### config.mk
export PLATFORM = sky130hd
export DESIGN_NAME = tss_ctrl
export DESIGN_NICKNAME = d
export VERILOG_FILES = /design/src/tss_pkg.sv /design/src/tss_ctrl.sv
export SDC_FILE = /design/constraint.sdc
export NUM_CORES = 1
export LEC_CHECK = 0
export ABC_AREA = 1
export CAP_MARGIN = 15
export CORE_ASPECT_RATIO = 0.75
export CORE_MARGIN = 2
export CORE_UTILIZATION = 25
export CTS_CLUSTER_DIAMETER = 60
export CTS_CLUSTER_SIZE = 28
export DETAILED_ROUTE_END_ITERATION = 6
export DONT_BUFFER_PORTS = 1
export PLACE_DENSITY = 0.44
export SYNTH_ARGS = -nofsm -noshare
export SYNTH_HDL_FRONTEND = slang
export SYNTH_SLANG_ARGS = --single-unit
### constraint.sdc
create_clock -name clk_i -period 1.1 [get_ports clk_i]
set_input_delay 0 -clock clk_i [delete_from_list [all_inputs] [get_ports clk_i]]
set_output_delay 0 -clock clk_i [all_outputs]
set_load 0.005 [all_outputs]
### src/tss_pkg.sv
// Shared types and constants for the 2-SAT solver.
`timescale 1ns / 1ps
package tss_pkg;

  localparam int MAX_OUT = 32;
  localparam int VC_W = 6;
  localparam logic [VC_W-1:0] VAR_COUNT_RST = 6'd32;

  // One input transaction
  typedef struct packed {
    logic       req_type;
    logic [4:0] from_var;
    logic       from_true;
    logic [4:0] to_var;
    logic       to_true;
  } req_t;

  // One result transaction
  typedef struct packed {
    logic [4:0] var_index;
    logic       var_value;
    logic       satisfiable;
    logic       last;
  } res_t;

  // Controller to datapath commands
  typedef struct packed {
    logic clr;
    logic ld1;
    logic ld2;
    logic run;
    logic f_start;
    logic f_chk;
    logic f_pop;
    logic r_krd;
    logic r_kchk;
    logic r_chk;
    logic r_pop;
    logic c_rd0;
    logic c_rd1;
    logic c_cmp;
    logic emit;
  } cmd_t;

  // Datapath to controller status
  typedef struct packed {
    logic clr_last;
    logic ld_ok;
    logic s_end;
    logic start_ok;
    logic scan_end;
    logic f_edge;
    logic r_edge;
    logic sp_one;
    logic sp_zero;
    logic k_zero;
    logic lab_s;
    logic i_last;
    logic sat;
  } sts_t;

endpackage

### src/tss_ctrl.sv
// Sequencer for load, DFS passes, check, emit and matrix clear.
`timescale 1ns / 1ps
module tss_ctrl (
  input  logic          clk_i,
  input  logic          rst_ni,
  input  logic          start_i,
  input  logic          req_type_i,
  input  tss_pkg::sts_t sts_i,
  output tss_pkg::cmd_t cmd_o,
  output logic          busy_o
);
  import tss_pkg::*;

  localparam logic [3:0] S_CLR    = 4'd0;
  localparam logic [3:0] S_IDLE   = 4'd1;
  localparam logic [3:0] S_LD2    = 4'd2;
  localparam logic [3:0] S_FSTART = 4'd3;
  localparam logic [3:0] S_FRD    = 4'd4;
  localparam logic [3:0] S_FCHK   = 4'd5;
  localparam logic [3:0] S_FPOP   = 4'd6;
  localparam logic [3:0] S_RKRD   = 4'd7;
  localparam logic [3:0] S_RKCHK  = 4'd8;
  localparam logic [3:0] S_RRD    = 4'd9;
  localparam logic [3:0] S_RCHK   = 4'd10;
  localparam logic [3:0] S_RPOP   = 4'd11;
  localparam logic [3:0] S_CRD0   = 4'd12;
  localparam logic [3:0] S_CRD1   = 4'd13;
  localparam logic [3:0] S_CCMP   = 4'd14;
  localparam logic [3:0] S_EOUT   = 4'd15;

  logic [3:0] state_q, state_d;

  // next state and commands
  always_comb begin
    state_d = state_q;
    cmd_o   = '0;
    case (state_q)
      S_CLR: begin
        cmd_o.clr = 1'b1;
        if (sts_i.clr_last) state_d = S_IDLE;
      end
      S_IDLE: begin
        if (start_i) begin
          if (req_type_i) begin
            cmd_o.run = 1'b1;
            state_d = S_FSTART;
          end else begin
            cmd_o.ld1 = 1'b1;
            if (sts_i.ld_ok) state_d = S_LD2;
          end
        end
      end
      S_LD2: begin
        cmd_o.ld2 = 1'b1;
        state_d = S_IDLE;
      end
      S_FSTART: begin
        cmd_o.f_start = 1'b1;
        if (sts_i.s_end) state_d = S_RKRD;
        else if (sts_i.start_ok) state_d = S_FRD;
      end
      S_FRD: state_d = S_FCHK;
      S_FCHK: begin
        cmd_o.f_chk = 1'b1;
        if (sts_i.scan_end) state_d = sts_i.sp_one ? S_FSTART : S_FPOP;
        else state_d = S_FRD;
      end
      S_FPOP: begin
        cmd_o.f_pop = 1'b1;
        state_d = S_FRD;
      end
      S_RKRD: begin
        cmd_o.r_krd = 1'b1;
        state_d = S_RKCHK;
      end
      S_RKCHK: begin
        cmd_o.r_kchk = 1'b1;
        if (!sts_i.lab_s) state_d = S_RRD;
        else state_d = sts_i.k_zero ? S_CRD0 : S_RKRD;
      end
      S_RRD: state_d = S_RCHK;
      S_RCHK: begin
        cmd_o.r_chk = 1'b1;
        if (!sts_i.scan_end) state_d = S_RRD;
        else if (!sts_i.sp_zero) state_d = S_RPOP;
        else state_d = sts_i.k_zero ? S_CRD0 : S_RKRD;
      end
      S_RPOP: begin
        cmd_o.r_pop = 1'b1;
        state_d = S_RRD;
      end
      S_CRD0: begin
        cmd_o.c_rd0 = 1'b1;
        state_d = S_CRD1;
      end
      S_CRD1: begin
        cmd_o.c_rd1 = 1'b1;
        state_d = S_CCMP;
      end
      S_CCMP: begin
        cmd_o.c_cmp = 1'b1;
        state_d = sts_i.i_last ? S_EOUT : S_CRD0;
      end
      S_EOUT: begin
        cmd_o.emit = 1'b1;
        if (!sts_i.sat || sts_i.i_last) state_d = S_CLR;
      end
      default: state_d = S_CLR;
    endcase
  end

  always_ff @(posedge clk_i or negedge rst_ni) begin
    if (!rst_ni) begin
      state_q <= S_CLR;
    end else begin
      state_q <= state_d;
    end
  end

  assign busy_o = (state_q != S_IDLE);

endmodule

## Word-level counts from Yosys, hierarchy flattened

Cells that the tools add are included.

| storage, ports and cells | value |
|---|---|
| register bits after elaboration | 4 |
| output and inout port bits | 16 |
| bits of input ports | 17 |

| operators by class | value |
|---|---|
| equal/unequal tests | 21 |
| mux-type cells | 34 |
| reduce and logical (&&, ||, !) cells | 4 |

Operators with widths:

| kind | number |
|---|---|
| $pmux 4 s16 | 1 |
| $mux 4 | 11 |
| $eq 4x4->1 const B | 8 |
| $mux 1 | 19 |
| $eq 4x3->1 const B | 4 |
| $eq 4x2->1 const B | 2 |
| $mux 3 | 2 |
| $ne 2x2->1 const B | 3 |
| $ne 3x3->1 const B | 2 |
| $reduce_and 5->1 | 1 |
| $eq 4x1->1 const B | 1 |
| $logic_not 4->1 | 1 |
| $ne 4x1->1 const B | 1 |
| $mux 2 | 1 |
| $logic_not 1->1 | 1 |
| $logic_or 1x1->1 | 1 |

## Depth between registers and ports, before layout

Gate-level depths: netlist of run 1.

| depth | value |
|---|---|
| word-level depth | 4 |
| mapped depth | 9 |

## Least setup slack after synthesis of run 1

No wires, ideal clock.

| timing | value |
|---|---|
| kind | register to register |
| from | register state_q[1] |
| to | register state_q[1] |
| stages on the path, launching flop included | 9 |
| data required time | 0.980 ns |
| slack | -0.087 ns |
| data arrival time | 1.066 ns |
| buffers on the path | 0 |
| cells stage by stage | dfrtp_1 > nor2_2 > inv_2 > nor2_1 > nand2_1 > inv_2 > nor3_2 > nand2_1 > nand2_1 |

| on the way | value |
|---|---|
| word-level cells in the longest chain between the ends | 3 |

RTL lines:

| what | RTL line | text |
|---|---|---|
| start, declared | tss_ctrl.sv:31 | `logic [3:0] state_q, state_d;` |
| start signal, assigned | tss_ctrl.sv:116 | `state_q <= state_d;` |
| $eq 4x2->1 (tied with other cells) | tss_ctrl.sv:37 | `case (state_q)` |
| $ne 3x3->1 (no line) / $ne 2x2->1 (equally long branches) | - |  |
| $reduce_and 5->1 (no line) | - |  |

Several ways; a longest one is shown, not always the timed one.
A chain may end at the register's enable or synchronous reset.

## Worst setup path in the final report of run 1

| timing | value |
|---|---|
| from | register state_q[0] |
| to | register state_q[2] |

The elaborated chain is that of the path after synthesis.

==> results of run 1 <==
[power groups by stage]
stage / clock [mW] / sequential (mW) / combinational (mW)
final: 0.195 / 0.324 / 1.76
after CTS: 0.206 / 0.320 / 1.53
after detailed placement: 0 / 0.331 / 1.27
after global placement: 0 / 0.329 / 1.29
after floorplan: 0 / 0.314 / 0.758
after global routing: 0.227 / 0.332 / 1.94
[how the worst max path moves through the flow]
stage | from | end | slack (ps) | cells after the start
6_report | state_q[0] | state_q[2] | -220 | 9
5_1_grt | state_q[0] | state_q[1] | -290 | 8
4_1_cts | state_q[0] | state_q[2] | -190 | 10
3_5_place_dp | state_q[2] | state_q[0] | -200 | 9
3_3_place_gp | state_q[0] | state_q[1] | -190 | 9
2_1_floorplan | state_q[2] | state_q[0] | -30 | 8
[what timing repair did]
item                       4_1_cts  5_1_grt
resized for setup               20       21
buffers inserted                 3        2
setup endpoints to repair       18       19
pin swaps                        4       11
hold buffers                     2        0
hold endpoints to repair         5        0
[through the flow]
step | cells | hold WS [ps] | setup slack, ps | util (%)
2_1_floorplan | 103 | -295.6 | -28.20 | -
3_3_place_gp | 154 | -295.5 | -194.5 | 39.62
3_5_place_dp | 154 | -295.4 | -204.2 | 39.62
4_1_cts | 163 | 15.86 | -191.3 | 45.91
5_1_grt | 164 | 27.28 | -292.9 | 49.88
6_report | 164 | 9.876 | -224.7 | 49.88
[synthesized netlist by cell type (all sizes together)]
library cell	number
nor3	4
nand2	37
dfrtp	4
nand4	1
nand3b	1
inv	17
nor2	23
clkinv	1
a21oi	1
nand3	4
o21ai	7
o22ai	2
or2	1
[layout make-up]
| cell class | count | area, um2 | area share (%) |
|---|---|---|---|
| Multi-Input combinational cell | 81 | 506.7 | 49.57 |
| Timing Repair Buffer | 33 | 282.8 | 27.66 |
| Sequential cell | 4 | 103.9 | 10.16 |
| Inverter | 18 | 72.57 | 7.099 |
| Tap cell | 24 | 30.03 | 2.938 |
| Clock buffer | 4 | 26.28 | 2.570 |
[logic make-up (layout without fill, tap and decap cells)]
| group | after synthesis | count (layout) | share of synthesized area [%] |
|---|---|---|---|
| compound gates | 10 | 10 | 9.436 |
| buf+inv | 18 | 55 | 12.13 |
| flops | 4 | 4 | 17.98 |
| simple gates | 71 | 71 | 60.45 |
[worst max-delay path, stage by stage (launching register included)]
cell     delay, ps
dfrtp_2        440
buf_4          150
nand2_4         90
nor2_2          70
nand2_1         80
nand3_2         70
nor2_2         130
nand2_1         70
nand2_1         60
nand2_1         40
[metal layers]
layer	share of wire (%)	wire length (um)	vias to the layer above	track usage (%)
li1	-	-	393	-
met1	49	897	335	21.02
met2	44	807	21	21.35
met3	6.8	124	0	4.585
met4	0	0	0	2.791
met5	0	0	-	0
==> results_dict.tcl, run 1 <==
set metrics [dict create \
    leakage_nw 0.5580 \
    antenna_found_initial 0 \
    ys_ff_latch 4 \
    critPathLaunchType "flip-flop" \
    whs_path_depth 4 \
    clk_latency_ps 240 \
    dieArea_um2 2625 \
    synthCells 103 \
    dp_hpwl_um 1461 \
    antenna_left 0 \
    top_regs "state_q: 4 flops" \
    pwr-share-comb_pct 77.3 \
    gp_congestion 0.7931 \
    r2r_end "state_q[2]" \
    yosysSeqAreaShare_pct 17.98 \
    drive_above_1_share_pct 54.29 \
    irDropWorstVdd_v 0.001339 \
    synth_warnings 0 \
    drt-total-wl_um 1829 \
    ctsLongestPathBuffers 2 \
    synthTopCellsByArea "nand2_1, dfrtp_1, nor2_1, inv_1, o21ai_0" \
    largest-register "state_q" \
    final.fill_count 222 \
    relSlewSlack_pct 82.05 \
    sw_frac_of_total_pct 48.32 \
    synth_cell_types 20 \
    grt_overflow 0 \
    fmaxAchievable_mhz 754.9 \
    numCtsBuffers 3 \
    ios 33 \
    core_area_um2 2049 \
    root_buffer "clkbuf_4" \
    clkPwrFrac_pct 8.5 \
    finalSetupTns_ps -2619 \
    numPortBuffers 0 \
    drc 0 \
    vias_per_cell 4.567 \
    finalInstanceArea_um2 1022 \
    end_kind "flip-flop" \
    die_y_um 44.87 \
    dpl_cell_area_um2 812.0 \
    final_nets 158 \
    rows 14 \
    drtPass1Iterations 4 \
    power_mw 2.282 \
    synth_nets 120 \
    critPathRequiredTime_ps 1210 \
    maxCapViolations 0 \
    r2r-start "state_q[0]" \
    path_clk_slew_ps 40 \
    cts_tree "built" \
    hp-start "sts_i[8]" \
    final_common_cell "nand2_1" \
    grtUsageTotal_pct 14.55 \
    die_w_um 58.50 \
    hold_violations 0 \
    holdPathEnd "state_q[1]" \
    min_period_over_period_pct 120.4 \
    syn_avg_cell_area_um2 5.406 \
    final_cell_mix "nand2_1, buf_4, inv_1" \
    cp.arrival_ps 1440 \
    drtIter0Drc 19 \
    avgRoutedWirePerCell_um 11.15 \
    hold_path.class "in2reg" \
    finClkSkew_ps 11.42 \
    status "finished, violations left" \
    grt_pass1_wl_um 2891 \
    ff2ff_setup_slack_ps -220 \
    diodes 0 \
    syn_to_final_growth_pct 83.60 \
    timing.final.crit_period_ps 1325 \
    setup_slack_ps -224.7 \
    rsz0062_at_grt "yes" \
    cellInternalPower_mw 1.179 \
    crit_fanout 4 \
    cts_max_level 1 \
    yosysTopAreaCellShare_pct 22.25 \
    grt_max_degree 7 \
    switchingPower_mw 1.103 \
    yosys.area.top_type "nand2_1" \
    synth_area_um2 556.8 \
    power.density_nw_per_um2 2233 \
    final-max-slew-violation-count 0 \
    path_class "reg2reg" \
    seqPwrFrac_pct 14.2 \
    vias 749 \
    cts.sinks 4 \
    largest_reg_flops 4 \
    start_util_pct 27.17 \
    final-setup-viol-count 18 \
    grt_pass1_vias 676 \
    violations "setup timing" \
    worstRegToRegCells 9 \
    tightest_slew_ps 268.5 \
]
Power figures use the tool's default switching activity.
==> inputs of run 2 (changes only) <==
Settings changed: CORE_ASPECT_RATIO 0.75 to default.
==> run 2 against run 1 <==
  * The run still ends with setup timing left
  * Final cell count rose by 1.8%
  * Sequential share of layout area fell by 0.37 points
  * Clock-buffer cell count fell by 1
  * First-iteration DRC count fell by 58%
  * Core utilization rose by 0.093 points
  * Combinational power rose by 3%
  * Die area fell by 0.16%
  * Final area rose by 5.0%
  * Global-route usage rose by 0.69 points
  * Power rose by 3.4%
  * Largest power group unchanged
==> results_dict.tcl, run 2 (synthesized netlist as in run 1, its figures left out) <==
set metrics [dict create \
    status "finished, violations left" \
    grt_use_met3_pct 4.386 \
    hold_path.class "in2reg" \
    hold_violations 0 \
    finClkSkew_ps 5.274 \
    path_class "reg2out" \
    final_util_pct 49.97 \
    crit_chain "inv_4 -> nand2_8 -> nor2_4 -> nand2_2 -> buf_6 -> nor2_4" \
    avgRoutedWirePerCell_um 11.33 \
    vias_per_cell 4.563 \
    worstRegToRegCells 8 \
    ff2ff_setup_slack_ps -200 \
    relSlewSlack_pct 84.07 \
    dieArea_um2 2620 \
    power_mw 2.359 \
    core_area_um2 2148 \
    rows 17 \
    grt_max_degree 7 \
    antenna_found_initial 0 \
    final_common_cell "nand2_1" \
    timing.final.crit_period_ps 1307 \
    root_buffer "clkbuf_4" \
    grt.busiest_layer "met2" \
    grtUsageTotal_pct 15.24 \
    numCtsBuffers 3 \
    drt-total-wl_um 1892 \
    syn_to_final_growth_pct 92.81 \
    cp.arrival_ps 1310 \
    r2r-start "state_q[0]" \
    grt.met1_usage_pct 17.89 \
    grt_util_met2_pct 27.49 \
    die_y_um 51.19 \
    end_kind "primary output" \
    final-setup-viol-count 20 \
    maxCapViolations 0 \
    gp_congestion 0.8855 \
    top_regs "state_q: 4 flops" \
    cts_tree "built" \
    rsz0062_at_grt "yes" \
    cts_max_level 1 \
    critPathRequiredTime_ps 1100 \
    cp-startpoint "state_q[3]" \
    min_period_over_period_pct 118.8 \
    drtPass1Iterations 4 \
    setup_slack_ps -206.8 \
    final-max-slew-violation-count 0 \
    cts.sinks 4 \
    leakage_nw 0.5850 \
    fmaxAchievable_mhz 765.2 \
    path_clk_slew_ps 40 \
    largest_reg_flops 4 \
    cpMaxStageDelayCell "dfrtp_2" \
    hp-start "sts_i[8]" \
    final_nets 158 \
    drc 0 \
    cp_num_buf_inv 2 \
    grt_pass1_wl_um 3022 \
    violations "setup timing" \
    start_util_pct 25.92 \
    vias 762 \
    grt_pass1_vias 713 \
    max_stage_delay_ps 460 \
    ios 33 \
    critical_path.top_delay_family "flip-flops" \
    cp_num_cells 6 \
    irDropWorstVdd_v 0.001213 \
    antenna_left 0 \
    final_cell_mix "nand2_1, buf_4, nor2_4, inv_1, nor2_1" \
    largest-register "state_q" \
    grt_overflow 0 \
    die_w_um 51.19 \
    whs_path_depth 4 \
    numPortBuffers 0 \
    place_worst_setup_slack_ps -187.6 \
    clk_latency_ps 230 \
    power.density_nw_per_um2 2197 \
    drtIter0Drc 8 \
    diodes 0 \
    critPathLaunchType "flip-flop" \
    finalSetupTns_ps -2417 \
    drive_above_1_share_pct 55.40 \
    ctsLongestPathBuffers 2 \
    crit_fanout 6 \
    dp_hpwl_um 1391 \
    cpMostUsedCell "nor2_4" \
    tightest_slew_ps 238.6 \
]
## run 2: changes by cell type in the layout (fill, tap and decap cells not counted), moves of 2 or more
cell / change
nor2_4: +2
inv_2: -3
o21ai_1: +2
nand2_1: -2
nor2_2: -2
## run 2: area by class of cell
class / instances / area (um2)
clock buffers: 3 / 22.52
fillers: 207 / 1075
inverters: 18 / 76.32
multi-input cells: 81 / 539.3
flip-flops and latches: 4 / 105.1
well taps: 28 / 35.03
repair buffers: 33 / 295.3
## run 2: worst register-to-register path: stages (launching register included)
cell and delay (ps):
dfrtp_2 460, nand2_4 110, buf_12 140, nor2_4 110, nand3b_4 110, nand2_4 90
nor3_4 40, nand2_1 70, nand2_1 50
## run 2: layer usage
layer	part of all wire [%]	vias up
met5	0	-
met4	0.37	0
met3	3.2	2
met2	54	21
met1	42	343
li1	-	396
## run 2: worst paths after layout
check / end
min in group asynchronous: state_q[0]
worst min register to register: state_q[1]
worst max-delay path: cmd_o[11]
max in group asynchronous: state_q[2]
worst min-delay path: state_q[1]
worst max register to register: state_q[2]
## run 2: timing repair
action                                 in CTS  in global routing
pin swaps                                  11                 10
setup endpoints to repair                  19                 20
setup buffers                               5                  2
gates resized for setup                    28                 20
endpoints found under the hold margin       5                  0
hold buffers                                2                  0
## run 2: stage by stage
step                cells  hold slack (ps)  instance area (um2)
floorplan             103           -295.6                579.3
global placement      155           -295.5                794.5
detailed placement    155           -295.5                794.5
CTS                   165            1.778                988.4
global route          167            29.51                 1074
finish                167            6.725                 1074
## run 2: where the power goes
part | leakage [nW] | switching (mW) | internal (mW)
combinational | 0.525 | 0.943 | 0.867
clock | 0.0138 | 0.0555 | 0.122
sequential | 0.0458 | 0.149 | 0.222
==> inputs of run 3 (changes only) <==
Settings changed: GPL_TIMING_DRIVEN from default to 0.
==> run 3 against run 2 <==
  * The flow still finishes with violations (setup timing)
  * First-iteration DRC count shrank 50%
  * Final area shrank 23%
  * Sequential share of layout area grew 2.9 points
  * Sequential power shrank 4%
  * Die area is the same
  * Wire length shrank 6.9%
  * Critical path depth grew 3
  * Register-to-register slack is essentially flat
  * Combinational power shrank 29%
  * Critical path type is now reg2reg
  * Highest routed layer unchanged
==> results_dict.tcl, run 3 (synthesized netlist as in run 1, its figures left out) <==
set metrics [dict create \
    root_buffer "clkbuf_4" \
    ios 33 \
    cts_max_level 1 \
    final-setup-viol-count 8 \
    die_w_um 51.19 \
    grtUsageTotal_pct 14.44 \
    drtPass1Iterations 4 \
    drtIter0Drc 4 \
    drt-total-wl_um 1762 \
    vias 693 \
    maxCapViolations 0 \
    drc 0 \
    antenna_left 0 \
    dieArea_um2 2620 \
    min_period_over_period_pct 117.0 \
    setup_slack_ps -187.1 \
    cp_num_buf_inv 1 \
    cts.sinks 4 \
    critical_path.top_delay_family "simple AND/OR/NAND/NOR gates" \
    final_cell_mix "nand2_1, nor2_1, inv_1" \
    drive_above_1_share_pct 40.52 \
    status "finished, violations left" \
    hold_violations 0 \
    grt_overflow 0 \
    final_common_cell "nand2_1" \
    cp.arrival_ps 1410 \
    cts_tree "built" \
    clk_latency_ps 230 \
    start_util_pct 25.92 \
    placed_cells 131 \
    crit_fanout 5 \
    grt_max_degree 7 \
    final-max-slew-violation-count 0 \
    critPathRequiredTime_ps 1220 \
    critPathLaunchType "flip-flop" \
    max_stage_delay_ps 460 \
    relSlewSlack_pct 84.15 \
    hold_path.class "in2reg" \
    finClkSkew_ps 6.321 \
    cpMostUsedCell "nand2_1" \
    diodes 0 \
    dp_hpwl_um 1366 \
    numCtsBuffers 3 \
    rsz0062_at_grt "yes" \
    cpMaxStageDelayCell "dfrtp_2" \
    largest-register "state_q" \
    violations "setup timing" \
    antenna_found_initial 0 \
    largest_reg_flops 4 \
    path_class "reg2reg" \
    vias_per_cell 4.813 \
    final.fill_count 251 \
    irDropWorstVdd_v 0.0009828 \
    holdWs_ps 17.53 \
    top_regs "state_q: 4 flops" \
    final_util_pct 38.67 \
    power.density_nw_per_um2 2215 \
    tightest_slew_ps 235.3 \
    end_kind "flip-flop" \
    rows 17 \
    avgRoutedWirePerCell_um 12.24 \
    leakage_nw 0.4435 \
    timing.final.crit_period_ps 1287 \
    crit_chain "nand2_4 -> buf_6 -> nor2_4 -> nand2_1 -> nand3_1 -> nor2_1 -> nand2_1 -> nand2_1 -> nand2_1" \
    gp_congestion 0.8587 \
    final_nets 134 \
    fmaxAchievable_mhz 776.9 \
    path_clk_slew_ps 40 \
    die_y_um 51.19 \
    numPortBuffers 0 \
    syn_to_final_growth_pct 49.21 \
    ctsLongestPathBuffers 2 \
    grt_pass1_vias 682 \
    layoutNonFillerInstCount 144 \
    grt_pass1_wl_um 2863 \
    core_area_um2 2148 \
]
## run 3: changes by cell type in the layout (fill, tap and decap cells not counted), moves of 2 or more
| cell | before | now |
|---|---|---|
| buf_4 | 22 | 3 |
| buf_6 | 8 | 2 |
| inv_2 | 3 | 6 |
| inv_4 | 3 | 0 |
| nor2_1 | 9 | 12 |
| nor2_4 | 11 | 9 |
## run 3: path summary, 6_finish.rpt
check | from | end | slack [ps] | cells past startpoint
setup / recovery | state_q[1] | state_q[0] | -190 | 9
hold / removal | sts_i[8] | state_q[1] | 20 | 4
setup reg to reg | state_q[1] | state_q[0] | -190 | 9
hold reg to reg | state_q[1] | state_q[1] | 650 | 2
max in group asynchronous | rst_ni | state_q[3] | 880 | 1
min in group asynchronous | rst_ni | state_q[0] | 30 | 1
## run 3: routing by layer
layer	vias up	wire length [um]	GRT usage [%]
li1	346	-	-
met1	327	700	16.82
met2	18	971	26.62
met3	2	75	1.754
met4	0	15	5.405
met5	-	0	0
## run 3: metrics by stage
stage	worst slack (ps)	TNS, ps	power, mW	area (um2)
global placement	-258.2	-874.8	1.263	614.3
floorplan	-28.20	-100.1	1.071	579.3
global route	-300.0	-1946	2.026	830.8
finish	-187.1	-1050	1.840	830.8
detailed placement	-242.0	-883.0	1.265	614.3
CTS	-208.9	-1366	1.759	788.3
## run 3: what timing repair did
item,4_1_cts,5_1_grt
endpoints found under the hold margin,5,0
gates resized for setup,15,14
setup endpoints to repair,12,16
setup buffers,6,0
hold buffers,3,0
pin swaps,9,6
## run 3: layout make-up
| type | instances | area (um2) | share of cell area [%] |
|---|---|---|---|
| inverter | 18 | 68.82 | 8.283 |
| clock buffer | 4 | 26.28 | 3.163 |
| timing repair buffer | 9 | 95.09 | 11.45 |
| multi-input combinational | 81 | 500.5 | 60.24 |
| sequential | 4 | 105.1 | 12.65 |
| tap | 28 | 35.03 | 4.217 |
## run 3: power breakdown
group / leakage (nW) / switching, mW / internal (mW)
sequential: 0.0458 / 0.134 / 0.222
combinational: 0.383 / 0.792 / 0.497
clock: 0.0150 / 0.0595 / 0.136
total: 0.444 / 0.985 / 0.855
## run 3: tightest hold or removal path, delay by kind of cell
| kind | cells | cell delay [ps] |
|---|---|---|
| AO/OA/AOI/OAI | 1 | 40 |
| AND/OR/NAND/NOR | 3 | 170 |
